## src/design/bbc_pkg.sv

```systemverilog
package bbc_pkg;

   // Default stack depth and the width of the reported open count.
   localparam int STACK_DEPTH_DEFAULT = 64;
   localparam int OPEN_LEFT_W         = 7;
   localparam int OPEN_LEFT_MAX       = 127;

   // Bracket bytes in ASCII.
   localparam logic [7:0] CHAR_OPEN_ROUND   = 8'h28;
   localparam logic [7:0] CHAR_CLOSE_ROUND  = 8'h29;
   localparam logic [7:0] CHAR_OPEN_SQUARE  = 8'h5B;
   localparam logic [7:0] CHAR_CLOSE_SQUARE = 8'h5D;
   localparam logic [7:0] CHAR_OPEN_CURLY   = 8'h7B;
   localparam logic [7:0] CHAR_CLOSE_CURLY  = 8'h7D;

   // Kind of bracket as it is kept on the stack.
   typedef enum logic [1:0] {
      KIND_ROUND  = 2'd0,
      KIND_SQUARE = 2'd1,
      KIND_CURLY  = 2'd2
   } kind_type;

   // Decoded view of one input byte.
   typedef struct packed {
      logic     is_open;
      logic     is_close;
      kind_type kind;
   } class_type;

   // Input transaction payload.
   typedef struct packed {
      logic [7:0] char_code;
      logic       last_char;
   } req_type;

   // Result transaction payload.
   typedef struct packed {
      logic                   balanced;
      logic                   overflowed;
      logic [OPEN_LEFT_W-1:0] open_left;
   } rsp_type;

endpackage

```

## src/design/bbc_classify.sv

```systemverilog
module bbc_classify
   import bbc_pkg::*;
(
   input  logic [7:0] char_code,
   output class_type  cls
);

   // Map a byte to opener, closer or neither, along with its bracket kind.
   always_comb begin
      cls = '{is_open: 1'b0, is_close: 1'b0, kind: KIND_ROUND};
      unique case (char_code)
         CHAR_OPEN_ROUND: begin
            cls.is_open = 1'b1;
            cls.kind    = KIND_ROUND;
         end
         CHAR_CLOSE_ROUND: begin
            cls.is_close = 1'b1;
            cls.kind     = KIND_ROUND;
         end
         CHAR_OPEN_SQUARE: begin
            cls.is_open = 1'b1;
            cls.kind    = KIND_SQUARE;
         end
         CHAR_CLOSE_SQUARE: begin
            cls.is_close = 1'b1;
            cls.kind     = KIND_SQUARE;
         end
         CHAR_OPEN_CURLY: begin
            cls.is_open = 1'b1;
            cls.kind    = KIND_CURLY;
         end
         CHAR_CLOSE_CURLY: begin
            cls.is_close = 1'b1;
            cls.kind     = KIND_CURLY;
         end
         default: begin
            cls.is_open  = 1'b0;
            cls.is_close = 1'b0;
         end
      endcase
   end

endmodule

```

## config.mk

```make
export PLATFORM = sky130hd
export DESIGN_NAME = bbc_classify
export DESIGN_NICKNAME = d
export VERILOG_FILES = /design/src/design/bbc_pkg.sv /design/src/design/bbc_classify.sv
export SDC_FILE = /design/constraint.sdc
export NUM_CORES = 1
export LEC_CHECK = 0
export BUFFER_PORTS_ARGS = -buffer_cell sky130_fd_sc_hd__buf_4
export CAP_MARGIN = 40
export CORE_AREA = 2 2 39 41
export DETAILED_ROUTE_END_ITERATION = 8
export DIE_AREA = 0 0 41 43
export PLACE_DENSITY = 0.33
export SYNTH_ARGS = -nofsm -noshare
export SYNTH_HDL_FRONTEND = slang
export SYNTH_SLANG_ARGS = --single-unit
export TNS_END_PERCENT = 20
```

## constraint.sdc

```tcl
create_clock -name vclk -period 0.8
set_input_delay 0 -clock vclk [all_inputs]
set_output_delay 0 -clock vclk [all_outputs]
set_load 0.01 [all_outputs]
```

==> impl_results.md <==
- Synth cell types: 12
- Cts hold-fix bufs: 0
- Placed Instances: 41
- DR vias/cell: 3.60
- Iteration-0 DRC count of the detailed router: 2
- PortBufs: 12
- WS Path Type: in2out
- Vias post-DR: roughly 150
- Clock buffers: 0
- Initial Utilization: 7.87%
- FMAX: 1310 MHz
- Routing usage on met1: 9.18%
- Slew Limit Fails: 0
- Critical Path Start Type: input pin
- Die H: 43 um
- First-pass GRT wire length: 531 um
- Dpl hpwl: 349 um
- Worst Hold Launch: char_code[5]
- Row cnt: 14
- Final period util: 95.7%
- Leakage: 0.106 nW
- Core footprint: 0.00138 sq mm
- Met2 Track Usage GR: 3.44%
- Syn nets: 20
- Io pins: 12
- Worst hold stages: 3
- Gpl congestion: 0.555
- Layout Cells excl Fill: 42
- Min-Delay Path Class: in2out
- Worst Hold End: cls[0]
- Crit path time final: 0.766 ns
- Worst vdd ir: approximately 0.13 mV
- Register cell area after layout: 0 sq um
- Num sequential: 0
- Pwr Density: 366 mW/mm^2
- Vias in the first global route: 120
- Global routing usage on met3: 0%
- Worst hold slack: 0.291 ns
- Worst Tran Pin Value: 0.268 ns
- Layout area overhead: 129%
- Dpl ws: -0.00978 ns
- Share of cells above drive strength 1: 73.1%
- Critical Path AT: 0.77 ns
- Slew Limit Headroom: 82.0%
- Initial antenna violation count: 0
- Routed Antenna Nets: 0
- Final #Nets: 36
- Largest net degree at the start of global routing: 6
- Mean Syn Cell Area: 9.07 sq um
- Worst Path Max Fanout: 3
- Worst EP required: 0.80 ns
- Gr ovfl total: 0
- Seq/Total Area, Yosys: 0%
- Final Setup Violations: 0
- WL/cell: approximately 9.5 um
- Pwr Total: 0.0000912 W
- Fillers: roughly 160
- Synth Instances: 12
- Maxcap violations: 0
- RSZ-0062 raised after global routing: yes
- Full die area: 0.00176 sq mm
- Setup WS post-layout: 0.0342 ns
- Synth warnings: 0
- All-layer global routing usage: 4.00%
- Ant diodes: 0
- Width of the die: 41 um
- CP Capture Type: output pin
- Commonest non-fill, non-tap cell in the layout: buf_4
- First drt pass iteration count: 2
- Final Hold Violating Endpoints: 0
- Busiest grt layer: met1
- # DRC: 0
- Routed wire length: roughly 400 um
- Status: finished clean
- Mapped cell area: 109 sq um
[worst max-delay path, cell delays in order]
cell and delay [ns]:
buf_4 0.12, o41ai_2 0.30, and4bb_1 0.22, buf_4 0.12
[through the flow]
stage	util, %	TNS [ns]	cell area, sq um
3_5_place_dp	16.4	-0.00978	226
6_report	18.0	0	249
4_1_cts	17.2	0	238
5_1_grt	18.0	-0.0482	249
3_3_place_gp	16.4	0	226
2_1_floorplan	-	0	109
[cell usage after synthesis, drive strengths merged]
master	n	share of area, %
and4bb	1	11
nand2	1	3.4
nand2b	1	13
nand3	1	4.6
nand3b	1	6.9
nand4	1	5.8
nor3	1	4.6
nor4	1	5.8
nor4b	1	14
o31a	1	8.0
o41ai	1	15
xnor2	1	8.0
[power breakdown]
group | total, W | leakage (nW) | internal [W] | switching, W
Sequential | 0 | 0 | 0 | 0
Combinational | 0.0000912 | 0.106 | 0.0000520 | 0.0000392
Clock | 0 | 0 | 0 | 0
[cell type report]
| type | count | area (sq um) | area share [%] |
|---|---|---|---|
| tap | 16 | 20.0 | 8.04 |
| multi-input combinational | 12 | 120 | 48.2 |
| timing repair buffer | 14 | 109 | 43.7 |
[worst max path at each step]
stage                  from  endpoint  slack (ns)
2_1_floorplan  char_code[7]    cls[0]        0.16
3_3_place_gp   char_code[7]    cls[0]        0.01
3_5_place_dp   char_code[7]    cls[0]       -0.01
4_1_cts        char_code[7]    cls[0]        0.02
5_1_grt        char_code[6]    cls[3]       -0.03
6_report       char_code[0]    cls[3]        0.03
[per-layer routing]
metal / vias up / wire, um
li1: 80 / -
met1: 59 / 235
met2: 12 / 102
met3: 0 / 61
met4: 0 / 0
met5: - / 0
[logic make-up (layout without fill, tap and decap cells)]
family | Yosys count | count (layout) | share of synthesized area, %
xor gates and xnor gates | 1 | 1 | 8.05
and+or+nand+nor | 9 | 9 | 69.0
buffers and inverters | 0 | 14 | 0
AOI/OAI and AO/OA | 2 | 2 | 23.0
[repair_timing]
item / 4_1_cts / 5_1_grt
endpoints found under the hold margin: 0 / 0
pin swaps: 1 / 1
setup endpoints to repair: 1 / 3
cloned: 0 / 0
buffers inserted: 1 / 0
resized for setup: 1 / 2
Note: power is estimated with default switching activity, not from simulation.
